`src/design/sws_pkg.sv`:
```
// Shared types, codes and constants of the sliding window sender.
`timescale 1ns / 1ps
`default_nettype none

package sws_pkg;

    // Default window size in packets.
    localparam int WINDOW_DEF = 8;

    // Repeats of the ACK just below the window that trigger a resend.
    localparam int DUP_LIMIT = 2;

    // Timeout run length above which the transfer aborts.
    localparam int TIMEOUT_LIMIT = 3;

    localparam int SEQ_W = 32;
    localparam int PCNT_W = 16;
    localparam int PADDR_W = 3;
    localparam int PDATA_W = 32;

    // Register index of packet_count, taken from paddr[2].
    localparam logic REG_PACKET_COUNT = 1'b0;

    // Input operation codes.
    localparam logic [1:0] OP_START = 2'd0;
    localparam logic [1:0] OP_PACKET = 2'd1;
    localparam logic [1:0] OP_TIMEOUT = 2'd2;

    // Result kinds.
    localparam logic [1:0] KIND_SEND = 2'd0;
    localparam logic [1:0] KIND_COMPLETE = 2'd1;
    localparam logic [1:0] KIND_ABORT = 2'd2;

    typedef struct packed {
        logic [1:0]       op;
        logic             syn_bit;
        logic             ack_bit;
        logic             fin_bit;
        logic [SEQ_W-1:0] ack_number;
        logic [SEQ_W-1:0] seq_number;
    } t_in;

    typedef struct packed {
        logic [1:0]       kind;
        logic [SEQ_W-1:0] send_seq;
        logic [SEQ_W-1:0] send_ack;
        logic             last;
    } t_out;

    // Commands from the controller to the datapath, one strobe per step.
    typedef struct packed {
        logic load_in;
        logic eval;
        logic limit;
        logic send;
        logic stat;
    } t_cmd;

    // Status from the datapath to the controller.
    typedef struct packed {
        logic ev_limit;
        logic ev_stat;
        logic nonempty;
        logic at_end;
        logic stat_pend;
        logic out_free;
    } t_sts;

endpackage

`default_nettype wire

```
`src/design/sws_ctrl.sv`:
```
// Controller state machine of the sliding window sender.
`timescale 1ns / 1ps
`default_nettype none

module sws_ctrl (
    input  wire logic          i_clk,
    input  wire logic          i_rst_n,
    input  wire logic          i_in_valid,
    output logic               o_in_stall,
    input  wire sws_pkg::t_sts i_sts,
    output sws_pkg::t_cmd      o_cmd
);

    typedef enum logic [4:0] {
        S_IDLE  = 5'b00001,
        S_EVAL  = 5'b00010,
        S_LIMIT = 5'b00100,
        S_SEND  = 5'b01000,
        S_STAT  = 5'b10000
    } t_state;

    t_state r_state;
    t_state n_state;

    always_ff @(posedge i_clk) begin
        if (!i_rst_n) begin
            r_state <= S_IDLE;
        end else begin
            r_state <= n_state;
        end
    end

    always_comb begin
        n_state = r_state;
        o_cmd = '0;
        unique case (r_state)
            S_IDLE: begin
                if (i_in_valid) begin
                    o_cmd.load_in = 1'b1;
                    n_state = S_EVAL;
                end
            end
            S_EVAL: begin
                o_cmd.eval = 1'b1;
                if (i_sts.ev_stat) begin
                    n_state = S_STAT;
                end else if (i_sts.ev_limit) begin
                    n_state = S_LIMIT;
                end else begin
                    n_state = S_IDLE;
                end
            end
            S_LIMIT: begin
                o_cmd.limit = 1'b1;
                if (i_sts.nonempty) begin
                    n_state = S_SEND;
                end else if (i_sts.stat_pend) begin
                    n_state = S_STAT;
                end else begin
                    n_state = S_IDLE;
                end
            end
            S_SEND: begin
                if (i_sts.out_free) begin
                    o_cmd.send = 1'b1;
                    if (i_sts.at_end) begin
                        n_state = i_sts.stat_pend ? S_STAT : S_IDLE;
                    end
                end
            end
            S_STAT: begin
                if (i_sts.out_free) begin
                    o_cmd.stat = 1'b1;
                    n_state = S_IDLE;
                end
            end
            default: begin
                n_state = S_IDLE;
            end
        endcase
    end

    assign o_in_stall = (r_state != S_IDLE);

`ifndef SYNTHESIS
    // A send or status step only happens when the output register can take it.
    a_out_free: assert property (@(posedge i_clk) disable iff (!i_rst_n)
        (o_cmd.send || o_cmd.stat) |-> i_sts.out_free)
        else $error("result loaded while output register is occupied");

    // Every accepted transaction is evaluated in the following cycle.
    a_eval_after_load: assert property (@(posedge i_clk) disable iff (!i_rst_n)
        o_cmd.load_in |=> o_cmd.eval)
        else $error("accepted transaction was not evaluated");

    // The last send of a range returns to idle unless a status result follows.
    a_send_end: assert property (@(posedge i_clk) disable iff (!i_rst_n)
        (o_cmd.send && i_sts.at_end && !i_sts.stat_pend) |=> !o_in_stall)
        else $error("controller did not return to idle after final send");
`endif

endmodule

`default_nettype wire

```
`src/design/sws_datapath.sv`:
```
// Datapath of the sliding window sender: window state, send cursor, result register.
`timescale 1ns / 1ps
`default_nettype none

module sws_datapath #(
    parameter int WINDOW = sws_pkg::WINDOW_DEF
) (
    input  wire logic                        i_clk,
    input  wire logic                        i_rst_n,
    input  wire sws_pkg::t_in                i_in_data,
    input  wire logic [sws_pkg::PCNT_W-1:0]  i_pkt_count,
    input  wire sws_pkg::t_cmd               i_cmd,
    output sws_pkg::t_sts                    o_sts,
    output logic                             o_out_valid,
    output sws_pkg::t_out                    o_out_data,
    input  wire logic                        i_out_stall
);

    localparam int SW = sws_pkg::SEQ_W;
    localparam logic [SW:0] WIN_SPAN = (SW+1)'(WINDOW - 1);
    localparam logic [SW-1:0] SEQ_MAX = '1;

    sws_pkg::t_in  r_in;
    logic [SW-1:0] r_head;
    logic [SW-1:0] r_end;
    logic [SW-1:0] r_final;
    logic [SW-1:0] r_peer;
    logic [1:0]    r_dup;
    logic [2:0]    r_to_cnt;
    logic          r_active;
    logic [SW-1:0] r_cur;
    logic [SW-1:0] r_to;
    logic          r_supp;
    logic          r_stat_pend;
    logic [1:0]    r_stat_kind;
    logic          r_out_valid;
    sws_pkg::t_out r_out;

    // Evaluation of the latched transaction against the window state.
    logic [SW-1:0] sum_head;
    logic [SW-1:0] sum_fin;
    logic          is_start;
    logic          is_packet;
    logic          is_timeout;
    logic          plain_ack;
    logic          in_win;
    logic          is_dup;
    logic [1:0]    dup_n;
    logic          dup_fire;
    logic          start_empty;
    logic          slide_done;
    logic          abort_now;
    logic          ev_limit;
    logic          ev_stat;

    always_comb begin
        sum_head = r_in.ack_number + 32'd1;
        sum_fin = r_in.ack_number + SW'(i_pkt_count);
        is_start = (r_in.op == sws_pkg::OP_START);
        is_packet = (r_in.op == sws_pkg::OP_PACKET) && r_active;
        is_timeout = (r_in.op == sws_pkg::OP_TIMEOUT) && r_active;
        plain_ack = !r_in.syn_bit && r_in.ack_bit && !r_in.fin_bit;
        in_win = (r_in.ack_number >= r_head) && (r_in.ack_number <= r_end);
        is_dup = (r_in.ack_number == r_head - 32'd1);
        dup_n = r_dup + 2'd1;
        dup_fire = (dup_n >= 2'(sws_pkg::DUP_LIMIT));
        start_empty = (i_pkt_count == '0) || (sum_head > sum_fin);
        slide_done = (r_in.ack_number == SEQ_MAX) || (sum_head > r_final);
        abort_now = (r_to_cnt > 3'(sws_pkg::TIMEOUT_LIMIT));
        ev_limit = 1'b0;
        ev_stat = 1'b0;
        if (is_start) begin
            ev_stat = start_empty;
            ev_limit = !start_empty;
        end else if (is_packet && plain_ack) begin
            if (in_win) begin
                ev_stat = slide_done;
                ev_limit = !slide_done;
            end else if (is_dup) begin
                ev_limit = dup_fire;
            end
        end else if (is_timeout) begin
            ev_limit = 1'b1;
        end
    end

    // Window limit: head plus span, clipped to the final sequence number.
    logic [SW:0]   head_span;
    logic          clip;
    logic [SW-1:0] lim;
    logic          cur_ok;

    always_comb begin
        head_span = {1'b0, r_head} + WIN_SPAN;
        clip = (head_span > {1'b0, r_final});
        lim = clip ? r_final : head_span[SW-1:0];
        cur_ok = clip ? (r_cur <= r_final) : ({1'b0, r_cur} <= head_span);
    end

    always_ff @(posedge i_clk) begin
        if (i_cmd.load_in) begin
            r_in <= i_in_data;
        end
    end

    always_ff @(posedge i_clk) begin
        if (!i_rst_n) begin
            r_head <= '0;
            r_end <= '0;
            r_final <= '0;
            r_peer <= '0;
            r_dup <= '0;
            r_to_cnt <= '0;
            r_active <= 1'b0;
            r_stat_pend <= 1'b0;
        end else begin
            if (i_cmd.eval) begin
                r_stat_pend <= is_timeout && abort_now;
                r_stat_kind <= is_timeout ? sws_pkg::KIND_ABORT : sws_pkg::KIND_COMPLETE;
                r_supp <= 1'b0;
                if (is_start) begin
                    r_head <= sum_head;
                    r_final <= sum_fin;
                    r_peer <= r_in.seq_number;
                    r_dup <= '0;
                    r_to_cnt <= '0;
                    r_active <= !start_empty;
                    r_cur <= sum_head;
                end else if (is_packet) begin
                    r_peer <= r_in.seq_number;
                    r_to_cnt <= '0;
                    if (plain_ack) begin
                        if (in_win) begin
                            r_dup <= '0;
                            r_head <= sum_head;
                            r_active <= !slide_done;
                            r_cur <= r_end + 32'd1;
                            // Nothing new to send when the old end sits at the top.
                            r_supp <= (r_end == SEQ_MAX);
                        end else if (is_dup) begin
                            r_dup <= dup_fire ? 2'd0 : dup_n;
                            r_cur <= r_head;
                        end
                    end
                end else if (is_timeout) begin
                    r_cur <= r_head;
                    if (abort_now) begin
                        r_active <= 1'b0;
                    end else begin
                        r_to_cnt <= r_to_cnt + 3'd1;
                    end
                end
            end
            if (i_cmd.send) begin
                r_cur <= r_cur + 32'd1;
            end
            if (i_cmd.limit) begin
                r_end <= lim;
            end
        end
    end

    always_ff @(posedge i_clk) begin
        if (i_cmd.limit) begin
            r_to <= lim;
        end
    end

    // Output register: the controller loads it only when it is free.
    always_ff @(posedge i_clk) begin
        if (!i_rst_n) begin
            r_out_valid <= 1'b0;
        end else if (i_cmd.send || i_cmd.stat) begin
            r_out_valid <= 1'b1;
        end else if (!i_out_stall) begin
            r_out_valid <= 1'b0;
        end
    end

    always_ff @(posedge i_clk) begin
        if (i_cmd.send) begin
            r_out.kind <= sws_pkg::KIND_SEND;
            r_out.send_seq <= r_cur;
            r_out.send_ack <= r_peer;
            r_out.last <= (r_cur == r_to) && !r_stat_pend;
        end else if (i_cmd.stat) begin
            r_out.kind <= r_stat_kind;
            r_out.send_seq <= '0;
            r_out.send_ack <= '0;
            r_out.last <= 1'b1;
        end
    end

    always_comb begin
        o_sts.ev_limit = ev_limit;
        o_sts.ev_stat = ev_stat;
        o_sts.nonempty = !r_supp && cur_ok;
        o_sts.at_end = (r_cur == r_to);
        o_sts.stat_pend = r_stat_pend;
        o_sts.out_free = !r_out_valid || !i_out_stall;
    end

    assign o_out_valid = r_out_valid;
    assign o_out_data = r_out;

`ifndef SYNTHESIS
    // While a transfer runs and the block is idle the window lies in order.
    a_window_order: assert property (@(posedge i_clk) disable iff (!i_rst_n)
        (r_active && i_cmd.load_in) |-> ((r_head <= r_end) && (r_end <= r_final)))
        else $error("window bounds out of order");

    // The send cursor never runs past the end of its range.
    a_cursor_range: assert property (@(posedge i_clk) disable iff (!i_rst_n)
        i_cmd.send |-> (r_cur <= r_to))
        else $error("send cursor beyond range end");

    // The timeout run never grows beyond one above its limit.
    a_timeout_run: assert property (@(posedge i_clk) disable iff (!i_rst_n)
        r_to_cnt <= 3'(sws_pkg::TIMEOUT_LIMIT + 1))
        else $error("timeout run overflow");

    // A status result is always the final result of its transaction.
    a_status_last: assert property (@(posedge i_clk) disable iff (!i_rst_n)
        i_cmd.stat |=> (r_out.last && (r_out.kind != sws_pkg::KIND_SEND)))
        else $error("status result not marked last");
`endif

endmodule

`default_nettype wire

```
`src/design/sliding_window_sender_unit.sv`:
```
// The first result is registered after acceptance via EVAL, LIMIT and SEND (EVAL and STAT
// for a lone status result), then one result per cycle while the output is not stalled.
// Up to WINDOW sends plus a status result per transaction, set by the single send cursor;
// one without results passes EVAL, or EVAL and LIMIT when a window is recomputed.
// Output stall stretches the send phase. Reset is synchronous, active low: window state,
// counters and packet_count clear to zero.
`timescale 1ns / 1ps
`default_nettype none

module sliding_window_sender_unit #(
    parameter int WINDOW = sws_pkg::WINDOW_DEF
) (
    input  wire logic                          i_clk,
    input  wire logic                          i_rst_n,
    input  wire logic                          i_in_valid,
    input  wire sws_pkg::t_in                  i_in_data,
    output logic                               o_in_stall,
    output logic                               o_out_valid,
    output sws_pkg::t_out                      o_out_data,
    input  wire logic                          i_out_stall,
    input  wire logic                          psel,
    input  wire logic                          penable,
    input  wire logic                          pwrite,
    input  wire logic [sws_pkg::PADDR_W-1:0]   paddr,
    input  wire logic [sws_pkg::PDATA_W-1:0]   pwdata,
    output logic [sws_pkg::PDATA_W-1:0]        prdata,
    output logic                               pready
);

    logic [sws_pkg::PCNT_W-1:0] r_pkt_count;
    sws_pkg::t_cmd              cmd;
    sws_pkg::t_sts              sts;

    assign pready = 1'b1;

    always_ff @(posedge i_clk) begin
        if (!i_rst_n) begin
            r_pkt_count <= '0;
        end else if (psel && penable && pwrite && pready
                     && (paddr[2] == sws_pkg::REG_PACKET_COUNT)) begin
            r_pkt_count <= pwdata[sws_pkg::PCNT_W-1:0];
        end
    end

    always_comb begin
        prdata = '0;
        if (paddr[2] == sws_pkg::REG_PACKET_COUNT) begin
            prdata = sws_pkg::PDATA_W'(r_pkt_count);
        end
    end

    sws_ctrl u_ctrl (
        .i_clk      (i_clk),
        .i_rst_n    (i_rst_n),
        .i_in_valid (i_in_valid),
        .o_in_stall (o_in_stall),
        .i_sts      (sts),
        .o_cmd      (cmd)
    );

    sws_datapath #(
        .WINDOW (WINDOW)
    ) u_datapath (
        .i_clk       (i_clk),
        .i_rst_n     (i_rst_n),
        .i_in_data   (i_in_data),
        .i_pkt_count (r_pkt_count),
        .i_cmd       (cmd),
        .o_sts       (sts),
        .o_out_valid (o_out_valid),
        .o_out_data  (o_out_data),
        .i_out_stall (i_out_stall)
    );

endmodule

`default_nettype wire
```
`config.mk`:
```
export PLATFORM = sky130hd
export DESIGN_NAME = sliding_window_sender_unit
export DESIGN_NICKNAME = d
export VERILOG_FILES = /design/src/design/sws_pkg.sv /design/src/design/sws_ctrl.sv /design/src/design/sws_datapath.sv /design/src/design/sliding_window_sender_unit.sv
export SDC_FILE = /design/constraint.sdc
export NUM_CORES = 1
export LEC_CHECK = 0
export BUFFER_PORTS_ARGS = -buffer_cell sky130_fd_sc_hd__buf_2
export CORE_MARGIN = 2
export CORE_UTILIZATION = 40
export CTS_CLUSTER_SIZE = 20
export DETAILED_ROUTE_END_ITERATION = 8
export PLACE_DENSITY = 0.65
export SLEW_MARGIN = 20
export SYNTH_ARGS = -nofsm -noshare
export SYNTH_HDL_FRONTEND = slang
export SYNTH_SLANG_ARGS = --single-unit
```
`constraint.sdc`:
```
create_clock -name i_clk -period 6.3 [get_ports i_clk]
set_input_delay 1.575 -clock i_clk [delete_from_list [all_inputs] [get_ports i_clk]]
set_output_delay 1.575 -clock i_clk [all_outputs]
set_load 0.05 [all_outputs]
```
# == Word-level counts from Yosys, hierarchy flattened ==
# Index checks and enable logic that the tools add are counted.
# totals
regBits,360
# classes
n_reduce_logical,45
n_mux,62
magnitude_cmp,9
bitwise_logic,4
n_addsub,8
eq_ne,22
# op_table
cell,count
two-way mux 32 bit,15
two-way mux 65 bit,2
"adder 32 x 1 -> 32 bit, second input constant",3
equality test 32 bit,2
"equality test 32 bit, second input constant",2
greater-than comparator 32 bit,2
less-or-equal comparator 32 bit,2
two-way mux 5 bit,7
"adder 32 x 3 -> 33 bit, second input constant",1
greater-than comparator 33 x 32 -> 1 bit,1
less-or-equal comparator 32 x 33 -> 1 bit,1
adder 32 x 16 -> 32 bit,1
>= comparator 32 bit,1
"subtractor 32 x 1 -> 32 bit, second input constant",1
one-hot mux 5 bit (5 select lines),1
two-way mux 1 bit,24
logical NOT 16 bit,1
two-way mux 16 bit,1
two-way mux 3 bit,5
two-way mux 2 bit,7
logical AND 1 bit,12
AND reduction 4 bit,3
AND reduction 5 bit,2
nonzero test 2 bit,5
other kinds (27),48

# == Longest topological paths before layout ==
# logic_depth
word_depth,10
depth_mapped,22
mapped_depth_nobuf,21

# == By module ==
# From an unflattened synthesis, not the netlist that was laid out.
# hier_totals
hier_cells,2729
hier_area_um2,24805.0
# modules_own_cells
mod,cells_each,seq_area_each_um2,area_each_um2,instances
sws_datapath,2573,8798.4,23498.8,1
sliding_window_sender_unit,106,320.3,907.1,1
sws_ctrl,50,100.1,399.1,1

# == Least setup slack after synthesis ==
# Ideal clock, no wire load.
# synth_timing
path_type,input to register
from,in i_out_stall
to,"reg u_datapath.r_out, in the netlist u_datapath.o_out_data[0] (enable)"
cell_stages,3
t_arrival_ps,4558
slack_ps,1254
setup_time_ps,488
path_cell_list,nand2_1 > nand2_1 > nor2_1
# synth_via
elab_chain_len,5
word_cells_on_any_way,6
classes_between,3 x mux; 3 x reduce/logical
# synth_rtl
item,line_no,text
"start, declared",sliding_window_sender_unit.sv:20,"input wire logic i_out_stall,"
logical NOT 1 bit *,n/a,
logical OR 1 bit *,sws_datapath.sv:200,o_sts.out_free = !r_out_valid || !i_out_stall;
two-way mux 1 bit *,"sws_ctrl.sv:64, sws_ctrl.sv:72",
two-way mux 1 bit,sws_ctrl.sv:36,unique case (r_state)
nonzero test 2 bit (no line) *,n/a,
"end, declared",sws_datapath.sv:37,sws_pkg::t_out r_out;
# Mark *: on every way between the ends. The rest lies on a longest branch, timed or not.
# A chain may end at the register's enable or synchronous reset.

# == Worst setup path in the final report ==
# layout_timing
from,reg u_datapath.r_in[33] in the netlist's numbering
to,reg u_ctrl.r_state[0]
# layout_via
elab_chain_len,10
word_cells_on_any_way,23
classes_between,2 x add/sub; 4 x order compare; 2 x eq/ne; 10 x mux; 5 x reduce/logical
# layout_rtl
item,line_no,text
"start, declared",sws_datapath.sv:23,sws_pkg::t_in r_in;
"start signal, assigned",sws_datapath.sv:102,r_in <= i_in_data;
adder 32 x 1 -> 32 bit,sws_datapath.sv:57,sum_head = r_in.ack_number + 32'd1;
greater-than comparator 32 bit,sws_datapath.sv:68,slide_done = (r_in.ack_number == SEQ_MAX) || (sum_head > r_final);
logical OR 1 bit,sws_datapath.sv:68,
logical NOT 1 bit,sws_datapath.sv:78,ev_limit = !slide_done;
two-way mux 1 bit,sws_datapath.sv:76,if (in_win) begin
two-way mux 1 bit,sws_datapath.sv:75,end else if (is_packet && plain_ack) begin
two-way mux 1 bit,sws_datapath.sv:72,if (is_start) begin
two-way mux 3 bit,sws_ctrl.sv:47,end else if (i_sts.ev_limit) begin
two-way mux 5 bit *,sws_ctrl.sv:45,if (i_sts.ev_stat) begin
one-hot mux 5 bit (5 select lines) *,sws_ctrl.sv:36,
"end signal, assigned",sws_ctrl.sv:29,r_state <= n_state;
"end, declared",sws_ctrl.sv:22,t_state r_state;
# Marked as above.

==> results.md <==
* Status: finished, final reports clean
* Min cycle time layout at 5.813 ns
* Final WL at between 70000 and 80000 microns
* DP Wirelength at 58780 microns
* RePlAce Congestion at about 1
* # DRC at 0
* Crit-path cells: ha_1 -> a21o_1 -> a21oi_1 -> o21a_1 -> o31ai_1 -> o31a_1 -> a221o_1 -> nand3_1 -> xor2_1 -> ha_1 -> nand4_1 -> or4_1 -> or3_1 -> a211oi_1 -> o31ai_1 -> nor2_1 -> a31o_2 -> nor2_1 -> a311o_1
* Maximum clock insertion buffer count at 3
* Leakage at 10.81 nW
* Hold_sp: u_datapath.r_peer[18]
* Num ports at about 210
* Req. time, crit path at around 6.8 ns
* Share of cells above drive strength 1 at 12.57%
* Period utilization at 92.26%
* Startpoint types: flip-flop
* Hold Crit Endpoint: u_datapath.r_peer[18]
* Area Growth Syn to Fin at 13.44%
* Synth warn at 0
* Pint at roughly 4.4 mW
* Starting Density at 40.43%
* Initial drt markers at between 1500 and 2000
* DIE WIDTH at 248.2 microns
* Die area at 61620 sq um
* Synthesized area per cell at 9.008 sq um
* Pwr dens at 231.5 nW/um^2
* Worst reg2reg endpoint: u_ctrl.r_state[0]
* RSZ-0062 raised after global routing: false
* Nets at between 3000 and 4000
* CTS tree: done
* Remaining Overflow, GRT at 0
* Slew Limit Fails at 0
* Initial antenna violation count at 0
* Post-Syn Instances at 2649
* Via count at 20980
* Crit Path Category: flip-flop to flip-flop
* Commonest cells after routing, fill and taps aside: nand2_1, ha_1, a21oi_1
* CP peak stage delay at just under 0.7 ns
* Drt via density at 5.809
* Vias in the first global route at 20400
* GRT Total Usage at between 20 and 25%
* Sequential fraction of the synthesis area at 38.63%
* # clock sinks at 360
* Max-cap violations at 0
* First-pass GRT wire length at 117100 microns
* Slew headroom at roughly a third
* Worst slew pin tran at 0.9900 ns
* Clock transition at path regs at around 0.060 ns
* Final setup viols at 0
* FF-to-FF setup slack at ~0.49 ns
* Cell family with most CP delay: compound AO/OA/AOI/OAI gates
* Crit path buffers/inverters at 0
* First-pass DRT Iterations at 7
* FP Rows at 89
* Die height at 248.2 microns
* Post-Syn Area at 23860 sq um
* Top FF cell, synth: edfxtp_1
* CP Capture Type: flip-flop
* # diodes at 0
* Hold depth at 2
* Clock Latency Late Sink at 0.59 ns
* PortBufs at 177
* Post-route ant nets at 0
* Slowest CP cell: or4_1
* Skew final at between 0.02 and 0.03 ns
* Synth unique cells at 85
* R2r startpoint: u_datapath.r_in[33]
* H-tree depth at 2
* Critical Path Fanout Max at 9
* Fin Hold WS at 0.4499 ns
* Fmax at roughly 0.17 GHz
* Fin. Hold Viols at 0
* # hold bufs at CTS at 0
* NetSw at 1.879 mW
* Clock power frac at 38.6%
* Reg2Reg Depth at 19
* Post-CTS Setup Repair Bufs at 0
* Root Driver: clkbuf_16
* Commonest non-fill, non-tap cell in the layout: nand2_1
* WL/cell at approximately 22 microns
* Largest net degree at the start of global routing at between 90 and 100
* HP Class: flip-flop to flip-flop
* Peak VDD IR at 0.2674 mV
* Combinational power share at 18.4%
* Setup TNS Final at 0 ns
* EDFF count, synth at 201
* Total CTS buffers at 41
* Flop pwr share at 43.0%
* Post-CTS Resized at 0
* Arrival time worst endpoint at between 6 and 7 ns
* FFs w/ async S/R, synth at 0%
* Sw Share at between 20% and 30%
* Core Region at 59020 sq um
* Post-synthesis register bit count at 360
[worst reg2reg max path, delay by kind of cell (launching register included)]
family / cells / cell delay [ns]
AOI/OAI and AO/OA: 10 / 2.55
xor gates and xnor gates: 1 / 0.19
adders and majority gates: 2 / 0.70
DFF: 1 / 0.58
and+or+nand+nor: 6 / 1.67
[state kept, by name, indices dropped and copies added (netlist names), 16 cells and up]
name,cells
u_datapath.r_in,69
u_datapath.o_out_data,67
u_datapath.r_cur,32
u_datapath.r_end,32
u_datapath.r_final,32
u_datapath.r_head,32
u_datapath.r_peer,32
u_datapath.r_to,32
r_pkt_count,16
[cells in the mapped netlist, drive strengths merged (41+ instances only)]
| cell | instances | area [sq um] |
|---|---|---|
| nand2 | 350 | 1314 |
| ha | 247 | 3090 |
| a21oi | 239 | 1196 |
| edfxtp | 201 | 6036 |
| inv | 162 | 608.1 |
| nor2 | 161 | 604.3 |
| dfxtp | 159 | 3183 |
| xnor2 | 157 | 1375 |
| clkbuf | 109 | 409.1 |
| nand3 | 96 | 485.5 |
| nand4 | 84 | 531.8 |
| o21ai | 69 | 345.3 |
| and2 | 67 | 419.2 |
| xor2 | 65 | 569.3 |
| mux2i | 41 | 410.4 |
[power groups by stage]
stage               clock, mW  sequential [mW]  combinational (mW)
floorplan                   0             2.71               0.730
global placement            0             2.74                1.08
detailed placement          0             2.74                1.12
CTS                      2.46             2.69                1.13
global route             2.56             2.70                1.25
finish                   2.42             2.69                1.15
[worst max-delay path by stage]
stage | startpoint | to | slack, ns | cells after the start
global placement | u_datapath.r_in[33] | u_ctrl.r_state[0] | 0.71 | 19
CTS | u_datapath.r_in[33] | u_ctrl.r_state[0] | 0.59 | 19
detailed placement | u_datapath.r_in[33] | u_ctrl.r_state[0] | 0.62 | 19
finish | u_datapath.r_in[33] | u_ctrl.r_state[0] | 0.49 | 19
global route | u_datapath.r_in[33] | u_ctrl.r_state[2] | 0.12 | 21
floorplan | i_out_stall | u_datapath.o_out_data[0] | 1.25 | 3
[cell type report]
type                            instances  area, sq um
Tap cell                              773        967.2
Clock buffer                           50         1132
Clock inverter                         24        215.2
Fill cell                            5612        31950
Timing Repair Buffer                  250         1446
Multi-Input combinational cell       1991        13470
Sequential cell                       360         9219
Inverter                              164        616.8
[through the flow]
stage / setup WS, ns / instances / instance area (sq um) / power [mW] / util (%)
2_1_floorplan: 1.254 / 2664 / 23920 / 3.445 / -
4_1_cts: 0.5869 / 3612 / 27070 / 6.282 / 45.87
6_report: 0.4874 / 3612 / 27070 / 6.265 / 45.87
5_1_grt: 0.1178 / 3612 / 27070 / 6.512 / 45.87
3_5_place_dp: 0.6168 / 3538 / 25720 / 3.860 / 43.58
3_3_place_gp: 0.7141 / 3538 / 25720 / 3.823 / 43.58
[routing by layer]
layer	global-route usage [%]	share of wire (%)	vias up
li1	-	-	9750
met1	32.05	41	9986
met2	39.37	44	1019
met3	3.717	8.7	226
met4	15.30	6.5	0
met5	0	0	-
[logic make-up after synthesis]
family,synth area share [%]
AOI/OAI and AO/OA,13.63
xor gates and xnor gates,8.149
adders and majority gates,13.04
buffers and inverters,5.354
DFF,38.63
muxes,1.956
other,0.03147
and+or+nand+nor,19.21
Note: power is estimated with default switching activity, not from simulation.
